<file path="config.mk">
export PLATFORM = sky130hd
export DESIGN_NAME = belief_revision_update
export DESIGN_NICKNAME = d
export VERILOG_FILES = /design/src/rtl/bru_pkg.sv /design/src/rtl/bru_ctrl.sv /design/src/rtl/bru_front.sv /design/src/rtl/bru_div.sv /design/src/rtl/belief_revision_update.sv
export SDC_FILE = /design/constraint.sdc
export NUM_CORES = 2
export LEC_CHECK = 0
export BUFFER_PORTS_ARGS = -buffer_cell sky130_fd_sc_hd__buf_2
export CELL_PAD_IN_SITES_DETAIL_PLACEMENT = 0
export CELL_PAD_IN_SITES_GLOBAL_PLACEMENT = 1
export CORE_MARGIN = 5
export CORE_UTILIZATION = 57
export DETAILED_ROUTE_END_ITERATION = 6
export PLACE_DENSITY = 0.91
export SYNTH_ARGS = -nofsm -noshare
export SYNTH_HDL_FRONTEND = slang
export SYNTH_HIERARCHICAL = 1
export SYNTH_SLANG_ARGS = --single-unit
</file>
<file path="constraint.sdc">
create_clock -name clk_i -period 20 [get_ports clk_i]
set_input_delay 1 -clock clk_i [delete_from_list [all_inputs] [get_ports clk_i]]
set_output_delay 1 -clock clk_i [all_outputs]
set_load 0.02 [all_outputs]
</file>
<file path="src/rtl/bru_pkg.sv">
// ----------------------------------------------------------------------------
// bru_pkg: shared types and constants for the belief revision update block
// Fixed-point format, pipeline depth, divider geometry and register codes.
// ----------------------------------------------------------------------------
`default_nettype none

package bru_pkg;

  // fixed-point format of strength and confidence
  localparam int FRAC_BITS   = 15;
  localparam int FRAC_W      = 16;
  localparam int ONE         = 1 << FRAC_BITS;
  localparam int HALF        = ONE >> 1;
  localparam int SAT_TOP_INT = (ONE < 65535) ? ONE : 65535;
  localparam logic [FRAC_W-1:0] SAT_TOP  = FRAC_W'(SAT_TOP_INT);
  localparam logic [FRAC_W-1:0] HALF_VAL = FRAC_W'(HALF);

  // other field widths
  localparam int IMP_W       = 16;
  localparam int IMP_EXT_W   = IMP_W + 2;
  localparam int COUNT_WIDTH = 32;
  localparam int GAIN_W      = 10;
  localparam int LIMIT_W     = 15;

  // arithmetic widths
  localparam int SUM_W  = FRAC_W + 1;          // c1 + c2
  localparam int PROD_W = 2 * FRAC_W;          // 16x16 products
  localparam int NUM_W  = PROD_W + 2;          // dividend
  localparam int DEN_W  = SUM_W + 1;           // divisor
  localparam int QUO_W  = FRAC_W;              // quotient bits produced

  // pipeline geometry
  localparam int BITS_PER_STAGE = 2;
  localparam int DIV_STAGES     = QUO_W / BITS_PER_STAGE;
  localparam int FRONT_STAGES   = 2;
  localparam int DIV_FIRST      = FRONT_STAGES;
  localparam int PIPE_STAGES    = FRONT_STAGES + 1 + DIV_STAGES + 1;
  localparam int OUT_STAGE      = PIPE_STAGES - 1;

  // stream widths
  localparam int IN_DATA_W  = 104;
  localparam int OUT_DATA_W = 96;

  // configuration port
  localparam int CFG_IDX_W  = 3;
  localparam int CFG_DATA_W = 16;

  typedef enum logic [CFG_IDX_W-1:0] {
    REG_OBS_CONF   = 3'd0,
    REG_SHORT_GAIN = 3'd1,
    REG_SHORT_LOSS = 3'd2,
    REG_LONG_GAIN  = 3'd3,
    REG_LONG_FAIL  = 3'd4,
    REG_ATT_LIMIT  = 3'd5
  } cfg_reg_e;

  // register reset values
  localparam logic [FRAC_W-1:0]  OBS_CONF_RST   = 16'd29491;
  localparam logic [GAIN_W-1:0]  SHORT_GAIN_RST = 10'd5;
  localparam logic [GAIN_W-1:0]  SHORT_LOSS_RST = 10'd10;
  localparam logic [GAIN_W-1:0]  LONG_GAIN_RST  = 10'd1;
  localparam logic [GAIN_W-1:0]  LONG_FAIL_RST  = 10'd2;
  localparam logic [LIMIT_W-1:0] ATT_LIMIT_RST  = 15'd1000;

  typedef struct packed {
    logic [FRAC_W-1:0]  obs_conf;
    logic [GAIN_W-1:0]  short_gain;
    logic [GAIN_W-1:0]  short_loss;
    logic [GAIN_W-1:0]  long_gain;
    logic [GAIN_W-1:0]  long_fail;
    logic [LIMIT_W-1:0] att_limit;
  } cfg_t;

  // results that ride alongside the dividers
  typedef struct packed {
    logic                   zero_sum;
    logic [IMP_W-1:0]       short_imp;
    logic [IMP_W-1:0]       long_imp;
    logic [COUNT_WIDTH-1:0] count;
  } side_t;

endpackage

`default_nettype wire

</file>
<file path="src/rtl/bru_ctrl.sv">
// ----------------------------------------------------------------------------
// bru_ctrl: pipeline valid bits and per-stage load enables
// A stage loads when it is empty or when the stage after it loads, so
// bubbles close up; an output stall holds full stages up to the first bubble.
// ----------------------------------------------------------------------------
`default_nettype none

module bru_ctrl (
  input  wire logic                           clk_i,
  input  wire logic                           rst_ni,
  input  wire logic                           in_valid_i,
  input  wire logic                           out_ready_i,
  output logic [bru_pkg::PIPE_STAGES-1:0]     load_o,
  output logic                                out_valid_o
);
  import bru_pkg::*;

  logic [PIPE_STAGES-1:0] valid_q, valid_d;

  // ready chain from the output back to the input
  always_comb begin
    load_o[PIPE_STAGES-1] = !valid_q[PIPE_STAGES-1] || out_ready_i;
    for (int k = PIPE_STAGES - 2; k >= 0; k--) begin
      load_o[k] = !valid_q[k] || load_o[k+1];
    end
  end

  // valid bits move with the data
  always_comb begin
    valid_d = valid_q;
    if (load_o[0]) valid_d[0] = in_valid_i;
    for (int k = 1; k < PIPE_STAGES; k++) begin
      if (load_o[k]) valid_d[k] = valid_q[k-1];
    end
  end

  always_ff @(posedge clk_i or negedge rst_ni) begin
    if (!rst_ni) begin
      valid_q <= '0;
    end else begin
      valid_q <= valid_d;
    end
  end

  assign out_valid_o = valid_q[PIPE_STAGES-1];

  // a held output item blocks only when every stage is full
  a_stall_full: assert property (@(posedge clk_i) disable iff (!rst_ni)
    !load_o[0] |-> (valid_q == {PIPE_STAGES{1'b1}}))
    else $error("input stalled with an empty stage");

  // an item leaving the last stage is replaced or the stage empties
  a_drain: assert property (@(posedge clk_i) disable iff (!rst_ni)
    (out_valid_o && out_ready_i && !valid_q[PIPE_STAGES-2]) |=> !out_valid_o)
    else $error("output item repeated");

  // with no new item the valid count cannot grow
  a_count: assert property (@(posedge clk_i) disable iff (!rst_ni)
    !in_valid_i |=> ($countones(valid_q) <= $past($countones(valid_q))))
    else $error("item invented in pipeline");

endmodule

`default_nettype wire

</file>
<file path="src/rtl/bru_front.sv">
// ----------------------------------------------------------------------------
// bru_front: products, sums and importance updates
// Stage A forms the 16x16 products, the confidence sum, the clamped
// importance values and the count; stage B forms dividends and divisors.
// ----------------------------------------------------------------------------
`default_nettype none

module bru_front (
  input  wire logic                               clk_i,
  input  wire logic [1:0]                         load_i,
  input  wire bru_pkg::cfg_t                      cfg_i,
  input  wire logic                               success_i,
  input  wire logic [bru_pkg::FRAC_W-1:0]         prior_strength_i,
  input  wire logic [bru_pkg::FRAC_W-1:0]         prior_confidence_i,
  input  wire logic [bru_pkg::IMP_W-1:0]          short_importance_i,
  input  wire logic [bru_pkg::IMP_W-1:0]          long_importance_i,
  input  wire logic [bru_pkg::COUNT_WIDTH-1:0]    access_total_i,
  output logic [bru_pkg::NUM_W-1:0]               num_s_o,
  output logic [bru_pkg::DEN_W-1:0]               den_s_o,
  output logic [bru_pkg::NUM_W-1:0]               num_c_o,
  output logic [bru_pkg::DEN_W-1:0]               den_c_o,
  output bru_pkg::side_t                          side_o
);
  import bru_pkg::*;

  logic [PROD_W-1:0] p_sc_q, p_sc_d;
  logic [PROD_W-1:0] p_cc_q, p_cc_d;
  logic [PROD_W-1:0] s2c2_q, s2c2_d;
  logic [SUM_W-1:0]  csum_q, csum_d;
  side_t             side_a_q, side_a_d;

  logic signed [IMP_EXT_W-1:0] sti, lti, lim, sti_n, lti_n;

  // stage A: products and confidence sum
  always_comb begin
    p_sc_d = prior_strength_i * prior_confidence_i;
    p_cc_d = prior_confidence_i * cfg_i.obs_conf;
    s2c2_d = success_i ? PROD_W'({cfg_i.obs_conf, {FRAC_BITS{1'b0}}}) : '0;
    csum_d = SUM_W'(prior_confidence_i) + SUM_W'(cfg_i.obs_conf);
  end

  // stage A: importance clamps and saturating count
  always_comb begin
    sti = IMP_EXT_W'(signed'(short_importance_i));
    lti = IMP_EXT_W'(signed'(long_importance_i));
    lim = signed'(IMP_EXT_W'(cfg_i.att_limit));
    if (success_i) begin
      sti_n = sti + signed'(IMP_EXT_W'(cfg_i.short_gain));
      if (sti_n > lim) sti_n = lim;
      lti_n = lti + signed'(IMP_EXT_W'(cfg_i.long_gain));
    end else begin
      sti_n = sti - signed'(IMP_EXT_W'(cfg_i.short_loss));
      if (sti_n < -lim) sti_n = -lim;
      lti_n = lti + signed'(IMP_EXT_W'(cfg_i.long_fail));
    end
    if (lti_n > lim) lti_n = lim;
    side_a_d.zero_sum  = (csum_d == '0);
    side_a_d.short_imp = sti_n[IMP_W-1:0];
    side_a_d.long_imp  = lti_n[IMP_W-1:0];
    side_a_d.count     = (&access_total_i) ? access_total_i : access_total_i + 1'b1;
  end

  always_ff @(posedge clk_i) begin
    if (load_i[0]) begin
      p_sc_q   <= p_sc_d;
      p_cc_q   <= p_cc_d;
      s2c2_q   <= s2c2_d;
      csum_q   <= csum_d;
      side_a_q <= side_a_d;
    end
  end

  // stage B: dividends and divisors
  always_ff @(posedge clk_i) begin
    if (load_i[1]) begin
      num_s_o <= NUM_W'(p_sc_q) + NUM_W'(s2c2_q);
      den_s_o <= DEN_W'(csum_q);
      num_c_o <= NUM_W'({csum_q, {FRAC_BITS{1'b0}}});
      den_c_o <= DEN_W'(ONE) + DEN_W'(p_cc_q >> FRAC_BITS);
      side_o  <= side_a_q;
    end
  end

endmodule

`default_nettype wire

</file>
<file path="src/rtl/bru_div.sv">
// ----------------------------------------------------------------------------
// bru_div: pipelined restoring divider
// First stage checks whether the quotient needs more than QUO_W bits and
// loads the partial remainder; each later stage retires two quotient bits.
// ----------------------------------------------------------------------------
`default_nettype none

module bru_div (
  input  wire logic                          clk_i,
  input  wire logic [bru_pkg::DIV_STAGES:0]  load_i,
  input  wire logic [bru_pkg::NUM_W-1:0]     num_i,
  input  wire logic [bru_pkg::DEN_W-1:0]     den_i,
  output logic [bru_pkg::QUO_W-1:0]          quo_o,
  output logic                               ovf_o
);
  import bru_pkg::*;

  logic [DEN_W-1:0] rem_q [DIV_STAGES+1];
  logic [QUO_W-1:0] lq_q  [DIV_STAGES+1];   // dividend bits out, quotient bits in
  logic [DEN_W-1:0] den_q [DIV_STAGES+1];
  logic             ovf_q [DIV_STAGES+1];

  // overflow check and remainder load
  always_ff @(posedge clk_i) begin
    if (load_i[0]) begin
      ovf_q[0] <= (num_i[NUM_W-1:QUO_W] >= den_i);
      rem_q[0] <= num_i[NUM_W-1:QUO_W];
      lq_q[0]  <= num_i[QUO_W-1:0];
      den_q[0] <= den_i;
    end
  end

  for (genvar g = 1; g <= DIV_STAGES; g++) begin : g_step
    logic [DEN_W-1:0] rem_w;
    logic [QUO_W-1:0] lq_w;
    logic [DEN_W:0]   trial;

    // two shift-compare-subtract steps
    always_comb begin
      rem_w = rem_q[g-1];
      lq_w  = lq_q[g-1];
      trial = '0;
      for (int i = 0; i < BITS_PER_STAGE; i++) begin
        trial = {rem_w, lq_w[QUO_W-1]};
        lq_w  = {lq_w[QUO_W-2:0], 1'b0};
        if (trial >= {1'b0, den_q[g-1]}) begin
          trial    = trial - {1'b0, den_q[g-1]};
          lq_w[0]  = 1'b1;
        end
        rem_w = trial[DEN_W-1:0];
      end
    end

    always_ff @(posedge clk_i) begin
      if (load_i[g]) begin
        rem_q[g] <= rem_w;
        lq_q[g]  <= lq_w;
        den_q[g] <= den_q[g-1];
        ovf_q[g] <= ovf_q[g-1];
      end
    end
  end

  assign quo_o = lq_q[DIV_STAGES];
  assign ovf_o = ovf_q[DIV_STAGES];

endmodule

`default_nettype wire

</file>
<file path="src/rtl/belief_revision_update.sv">
// ----------------------------------------------------------------------------
// belief_revision_update: revises a belief by one success or failure item
// Items enter on the s_axis stream and leave on the m_axis stream; six
// configuration registers are written through cfg_we_i / cfg_index_i /
// cfg_data_i, which the user must do only while the block is idle; the
// block does not enforce it. Writes to indexes beyond the list are ignored.
//
// From an accepted input item to its result on m_axis the pipeline has
// two front stages (products, then sums), one divider setup stage,
// eight divider stages each retiring two of the sixteen quotient bits, and
// the output register. The strength and confidence dividers run side by
// side. Throughput is one item per cycle unless m_axis is stalled.
//
// Every stage carries a valid bit. When the receiver holds m_axis_tready
// low, the result stays in the output register and earlier items keep
// moving into empty stages; s_axis_tready drops only once every stage is
// full. Reset empties the pipeline and loads the register defaults.
// ----------------------------------------------------------------------------
`default_nettype none

module belief_revision_update (
  input  wire logic                             clk_i,
  input  wire logic                             rst_ni,
  // config write port
  input  wire logic                             cfg_we_i,
  input  wire logic [bru_pkg::CFG_IDX_W-1:0]    cfg_index_i,
  input  wire logic [bru_pkg::CFG_DATA_W-1:0]   cfg_data_i,
  // input stream
  input  wire logic                             s_axis_tvalid,
  output logic                                  s_axis_tready,
  // success[0], prior_strength[16:1], prior_confidence[32:17],
  // short_importance[48:33], long_importance[64:49], access_total[96:65]
  input  wire logic [bru_pkg::IN_DATA_W-1:0]    s_axis_tdata,
  // output stream
  output logic                                  m_axis_tvalid,
  input  wire logic                             m_axis_tready,
  // revised_strength[15:0], revised_confidence[31:16],
  // next_short_importance[47:32], next_long_importance[63:48],
  // next_access_total[95:64]
  output logic [bru_pkg::OUT_DATA_W-1:0]        m_axis_tdata
);
  import bru_pkg::*;

  cfg_t                   cfg_q;
  logic [PIPE_STAGES-1:0] load;

  logic [NUM_W-1:0] num_s, num_c;
  logic [DEN_W-1:0] den_s, den_c;
  side_t            side_b;
  side_t            side_q [DIV_STAGES+1];
  logic [QUO_W-1:0] quo_s, quo_c;
  logic             ovf_s, ovf_c;
  logic [FRAC_W-1:0] rs_d, rc_d;

  // configuration registers
  always_ff @(posedge clk_i or negedge rst_ni) begin
    if (!rst_ni) begin
      cfg_q.obs_conf   <= OBS_CONF_RST;
      cfg_q.short_gain <= SHORT_GAIN_RST;
      cfg_q.short_loss <= SHORT_LOSS_RST;
      cfg_q.long_gain  <= LONG_GAIN_RST;
      cfg_q.long_fail  <= LONG_FAIL_RST;
      cfg_q.att_limit  <= ATT_LIMIT_RST;
    end else if (cfg_we_i) begin
      case (cfg_reg_e'(cfg_index_i))
        REG_OBS_CONF:   cfg_q.obs_conf   <= cfg_data_i[FRAC_W-1:0];
        REG_SHORT_GAIN: cfg_q.short_gain <= cfg_data_i[GAIN_W-1:0];
        REG_SHORT_LOSS: cfg_q.short_loss <= cfg_data_i[GAIN_W-1:0];
        REG_LONG_GAIN:  cfg_q.long_gain  <= cfg_data_i[GAIN_W-1:0];
        REG_LONG_FAIL:  cfg_q.long_fail  <= cfg_data_i[GAIN_W-1:0];
        REG_ATT_LIMIT:  cfg_q.att_limit  <= cfg_data_i[LIMIT_W-1:0];
        default: ;
      endcase
    end
  end

  // pipeline control
  bru_ctrl u_ctrl (
    .clk_i       (clk_i),
    .rst_ni      (rst_ni),
    .in_valid_i  (s_axis_tvalid),
    .out_ready_i (m_axis_tready),
    .load_o      (load),
    .out_valid_o (m_axis_tvalid)
  );

  assign s_axis_tready = load[0];

  // front stages
  bru_front u_front (
    .clk_i              (clk_i),
    .load_i             (load[1:0]),
    .cfg_i              (cfg_q),
    .success_i          (s_axis_tdata[0]),
    .prior_strength_i   (s_axis_tdata[16:1]),
    .prior_confidence_i (s_axis_tdata[32:17]),
    .short_importance_i (s_axis_tdata[48:33]),
    .long_importance_i  (s_axis_tdata[64:49]),
    .access_total_i     (s_axis_tdata[96:65]),
    .num_s_o            (num_s),
    .den_s_o            (den_s),
    .num_c_o            (num_c),
    .den_c_o            (den_c),
    .side_o             (side_b)
  );

  // strength and confidence dividers
  bru_div u_div_s (
    .clk_i  (clk_i),
    .load_i (load[DIV_FIRST +: DIV_STAGES+1]),
    .num_i  (num_s),
    .den_i  (den_s),
    .quo_o  (quo_s),
    .ovf_o  (ovf_s)
  );

  bru_div u_div_c (
    .clk_i  (clk_i),
    .load_i (load[DIV_FIRST +: DIV_STAGES+1]),
    .num_i  (num_c),
    .den_i  (den_c),
    .quo_o  (quo_c),
    .ovf_o  (ovf_c)
  );

  // delay line for importance and count alongside the dividers
  always_ff @(posedge clk_i) begin
    if (load[DIV_FIRST]) side_q[0] <= side_b;
    for (int j = 1; j <= DIV_STAGES; j++) begin
      if (load[DIV_FIRST+j]) side_q[j] <= side_q[j-1];
    end
  end

  // saturation and zero confidence sum
  always_comb begin
    if (side_q[DIV_STAGES].zero_sum) begin
      rs_d = HALF_VAL;
      rc_d = '0;
    end else begin
      rs_d = (ovf_s || quo_s > SAT_TOP) ? SAT_TOP : quo_s;
      rc_d = (ovf_c || quo_c > SAT_TOP) ? SAT_TOP : quo_c;
    end
  end

  // output register
  always_ff @(posedge clk_i) begin
    if (load[OUT_STAGE]) begin
      m_axis_tdata <= {side_q[DIV_STAGES].count,
                       side_q[DIV_STAGES].long_imp,
                       side_q[DIV_STAGES].short_imp,
                       rc_d, rs_d};
    end
  end

  // revised strength never exceeds one
  a_strength_sat: assert property (@(posedge clk_i) disable iff (!rst_ni)
    m_axis_tvalid |-> (m_axis_tdata[15:0] <= SAT_TOP))
    else $error("revised strength above one");

  // revised confidence never exceeds one
  a_conf_sat: assert property (@(posedge clk_i) disable iff (!rst_ni)
    m_axis_tvalid |-> (m_axis_tdata[31:16] <= SAT_TOP))
    else $error("revised confidence above one");

  // count increments or saturates, so it is never zero
  a_count_nz: assert property (@(posedge clk_i) disable iff (!rst_ni)
    m_axis_tvalid |-> (m_axis_tdata[95:64] != '0))
    else $error("access count wrapped");

  // an empty output register never blocks the input
  a_ready: assert property (@(posedge clk_i) disable iff (!rst_ni)
    !m_axis_tvalid |-> s_axis_tready)
    else $error("input stalled with empty output");

endmodule

`default_nettype wire
</file>
==> run metrics <==
Die H between 400 and 500 um; Critical Path RT approximately 21 ns; CP Capture Type register; crit path DAT ~8.0 ns; Post-synth EDFFs 1843; vias in the first global route roughly 75000; io pins about 230; critical path peak fanout 18; layout cells sized above 1 a little under an eighth; Async SR Flop Fraction around 4.3%; first-pass GRT wire length 407 mm; Setup WS post-layout between 10 and 15 ns; CTS Buffer Depth 3; cells after synthesis 9359; Rel. slew slack 16.7%; Layout Nets between 10000 and 15000; Hold Path Class input port to asynchronous set/reset pin; Port Buffers approximately 220; Seq/Total Area, Yosys 50.3%; DRC violations left 0; unrepaired setup endpoints after global routing no; critical path class register to register; DR vias/cell 5.78; synthesis-stage register bit count approximately 1900; die width 458 um; Max Clk Rate around 130 MHz; worst hold slack 0.109 ns; grt ovf 0; Clock Skew 0.0753 ns; Place WS between 10 and 15 ns; clock latency on the worst-skew pair roughly 0.85 ns; FP Rows around 160; Final GP Congestion 0.918; # Post-CTS Setup Buffers 0; min cycle time layout 7.46 ns; mapped cell area roughly 110000 sq um; Initial Util between 50% and 60%; Hold Vio Cnt, Final 0; via count about 72000; count of different cell masters after synthesis 121; CORE AREA between 150000 and 200000 sq um; fin area 125000 sq um; DR WL/cell between 20 and 25 um; CTS tree done; synthesis-to-layout area growth 9.26%; first-pass iteration count of the detailed router 6; Slew @ Worst Pin around 1.2 ns; H-tree depth 4; post-cts sizing count 0; final wirelength 259 mm; status finished clean; main flop type after synthesis edfxtp_1; Placement Cell Area between 100000 and 150000 sq um; syn_area_per_cell 12.2 sq um; initial antenna violation count 30; fillcell total ~15000; Clock Pin Slew Worst Setup and Hold Paths 0.06 ns; YS warnings 6; final period utilization approximately 37%; GRT Resource Usage Total ~24%; CP Launch Type register; Max-Cap Viols 0; fin. max-slew vios 0; 1st-iter DRT viols ~4800; Post-DP HPWL around 190 mm; # clock sinks roughly 1900; TritonCTS buffer count approximately 190; Die ar. roughly 210000 sq um; Final setup violation count 0; Post-DRT Antenna Nets 0; final setup TNS 0 ns; hold_buf cts 0; pin count of the biggest net entering global routing between 100 and 150; Clock Tree Root clkbuf_16
==> layout by cell type, fill, tap and decap left out, drive strengths merged, types with 398 or more instances in the layout <==
| master | count |
|---|---|
| o21ai | 398 |
| inv | 1005 |
| a21oi | 493 |
| edfxtp | 1843 |
| nor2 | 408 |
| ha | 929 |
| fa | 422 |
| xnor2 | 402 |
| mux2 | 406 |
| nand2 | 646 |
==> critical path, cell delays in order (launching register included) <==
cell	delay [ns]
dfstp_2	0.79
ha_1	0.40
fa_1	0.47
inv_1	0.08
fa_1	0.44
fa_1	0.43
fa_1	0.49
inv_1	0.05
fa_1	0.53
inv_1	0.05
fa_1	0.48
inv_1	0.04
ha_1	0.33
a21oi_1	0.28
o21ai_0	0.19
a221oi_2	0.29
o221ai_1	0.33
o41a_1	0.51
a31o_2	0.32
a2111oi_2	0.41
o41ai_1	0.15
xnor2_1	0.13
==> Yosys cell counts (25+ instances only) <==
cell type,count,area (sq um)
edfxtp_1,1843,55300
inv_1,992,3720
ha_1,929,11600
nand2_1,646,2420
a21oi_1,489,2450
fa_1,422,8450
nor2_1,407,1530
xnor2_1,401,3510
mux2_2,379,4270
o21ai_0,363,1820
and2_1,269,1680
a21o_1,191,1430
xor2_1,160,1400
clkbuf_1,147,552
nand3_1,134,671
nor3_1,125,626
o21a_1,121,908
nand4_1,91,569
nor2b_1,84,526
nand2b_1,79,494
a211oi_1,62,465
dfrtp_1,62,1550
o21bai_1,60,450
a31oi_1,55,344
and3_1,54,338
mux2i_1,53,531
buf_4,42,315
o211ai_1,39,293
or3_1,38,238
o31ai_1,37,278
nor4_1,33,206
o21ai_1,33,165
buf_2,26,130
or2_2,26,163
nor3b_1,25,188
==> flip-flops by register name, indices dropped and copies added, names as in the netlist, 65 cells and up <==
register / cells
m_axis_tdata: 96
u_div_c/rem_q: 144
u_front/side_o: 65
u_div_s/lq_q: 144
side_q: 585
u_div_c/lq_q: 144
u_div_s/rem_q: 144
u_div_s/den_q: 144
cfg_q: 71
u_div_c/den_q: 144
u_front/side_a_q: 65
==> kinds of logic (layout without fill, tap and decap cells) <==
logic type                 after synthesis  after routing  share of synthesized area [%]
and+or+nand+nor                       2091           2091                           9.09
buffers and inverters                 1224           1639                           4.24
other                                    1             39                        0.00328
AOI/OAI and AO/OA                     1745           1745                           9.95
DFF                                   1926           1926                           50.3
xor gates and xnor gates               562            562                           4.32
muxes                                  459            459                           4.52
adders and majority gates             1351           1351                           17.6
==> final cells by class <==
type,count,area [sq um],share of cell area (%)
Multi-Input combinational cell,6227,52100,41.8
Inverter,997,3750,3.01
Sequential cell,1926,57400,46.0
Timing Repair Buffer,282,1590,1.27
Clock inverter,137,1540,1.24
Clock buffer,223,4960,3.98
Antenna cell,20,50.0,0.0401
Tap cell,2656,3320,2.66
==> through the flow <==
stage | instances | util, %
final | 12500 | 62.6
after global routing | 12500 | 62.6
after CTS | 12400 | 62.5
after detailed placement | 12100 | 59.3
after global placement | 12100 | 59.3
after floorplan | 9377 | -
==> metal layers <==
metal / part of all wire [%] / vias to the layer above / GRT usage (%)
met2: 50 / 2096 / 43.0
met4: 5.2 / 2 / 11.9
met1: 40 / 35100 / 29.7
met5: 0.0039 / - / 0
met3: 4.9 / 636 / 3.38
li1: - / 34200 / -
==> worst paths after layout <==
check / from / endpoint / cells past startpoint / slack (ns)
max: cfg_q[60]$_DFFE_PN1P_ / u_front/p_cc_q[31]$_DFFE_PP_ / 21 / 12.54
max in group asynchronous: rst_ni / cfg_q[57]$_DFFE_PN0P_ / 2 / 18.73
min reg2reg: u_div_c/ovf_q[1][3]$_DFFE_PP_ / u_div_c/ovf_q[2][0]$_DFFE_PP_ / 0 / 0.37
max reg2reg: cfg_q[60]$_DFFE_PN1P_ / u_front/p_cc_q[31]$_DFFE_PP_ / 21 / 12.54
min: rst_ni / cfg_q[20]$_DFFE_PN0P_ / 1 / 0.11
min in group clk_i: u_div_c/ovf_q[1][3]$_DFFE_PP_ / u_div_c/ovf_q[2][0]$_DFFE_PP_ / 0 / 0.37
Power is left out: the tool's default activity adds up to more than one toggle a clock period on the data nets, which glitch-free logic cannot reach.
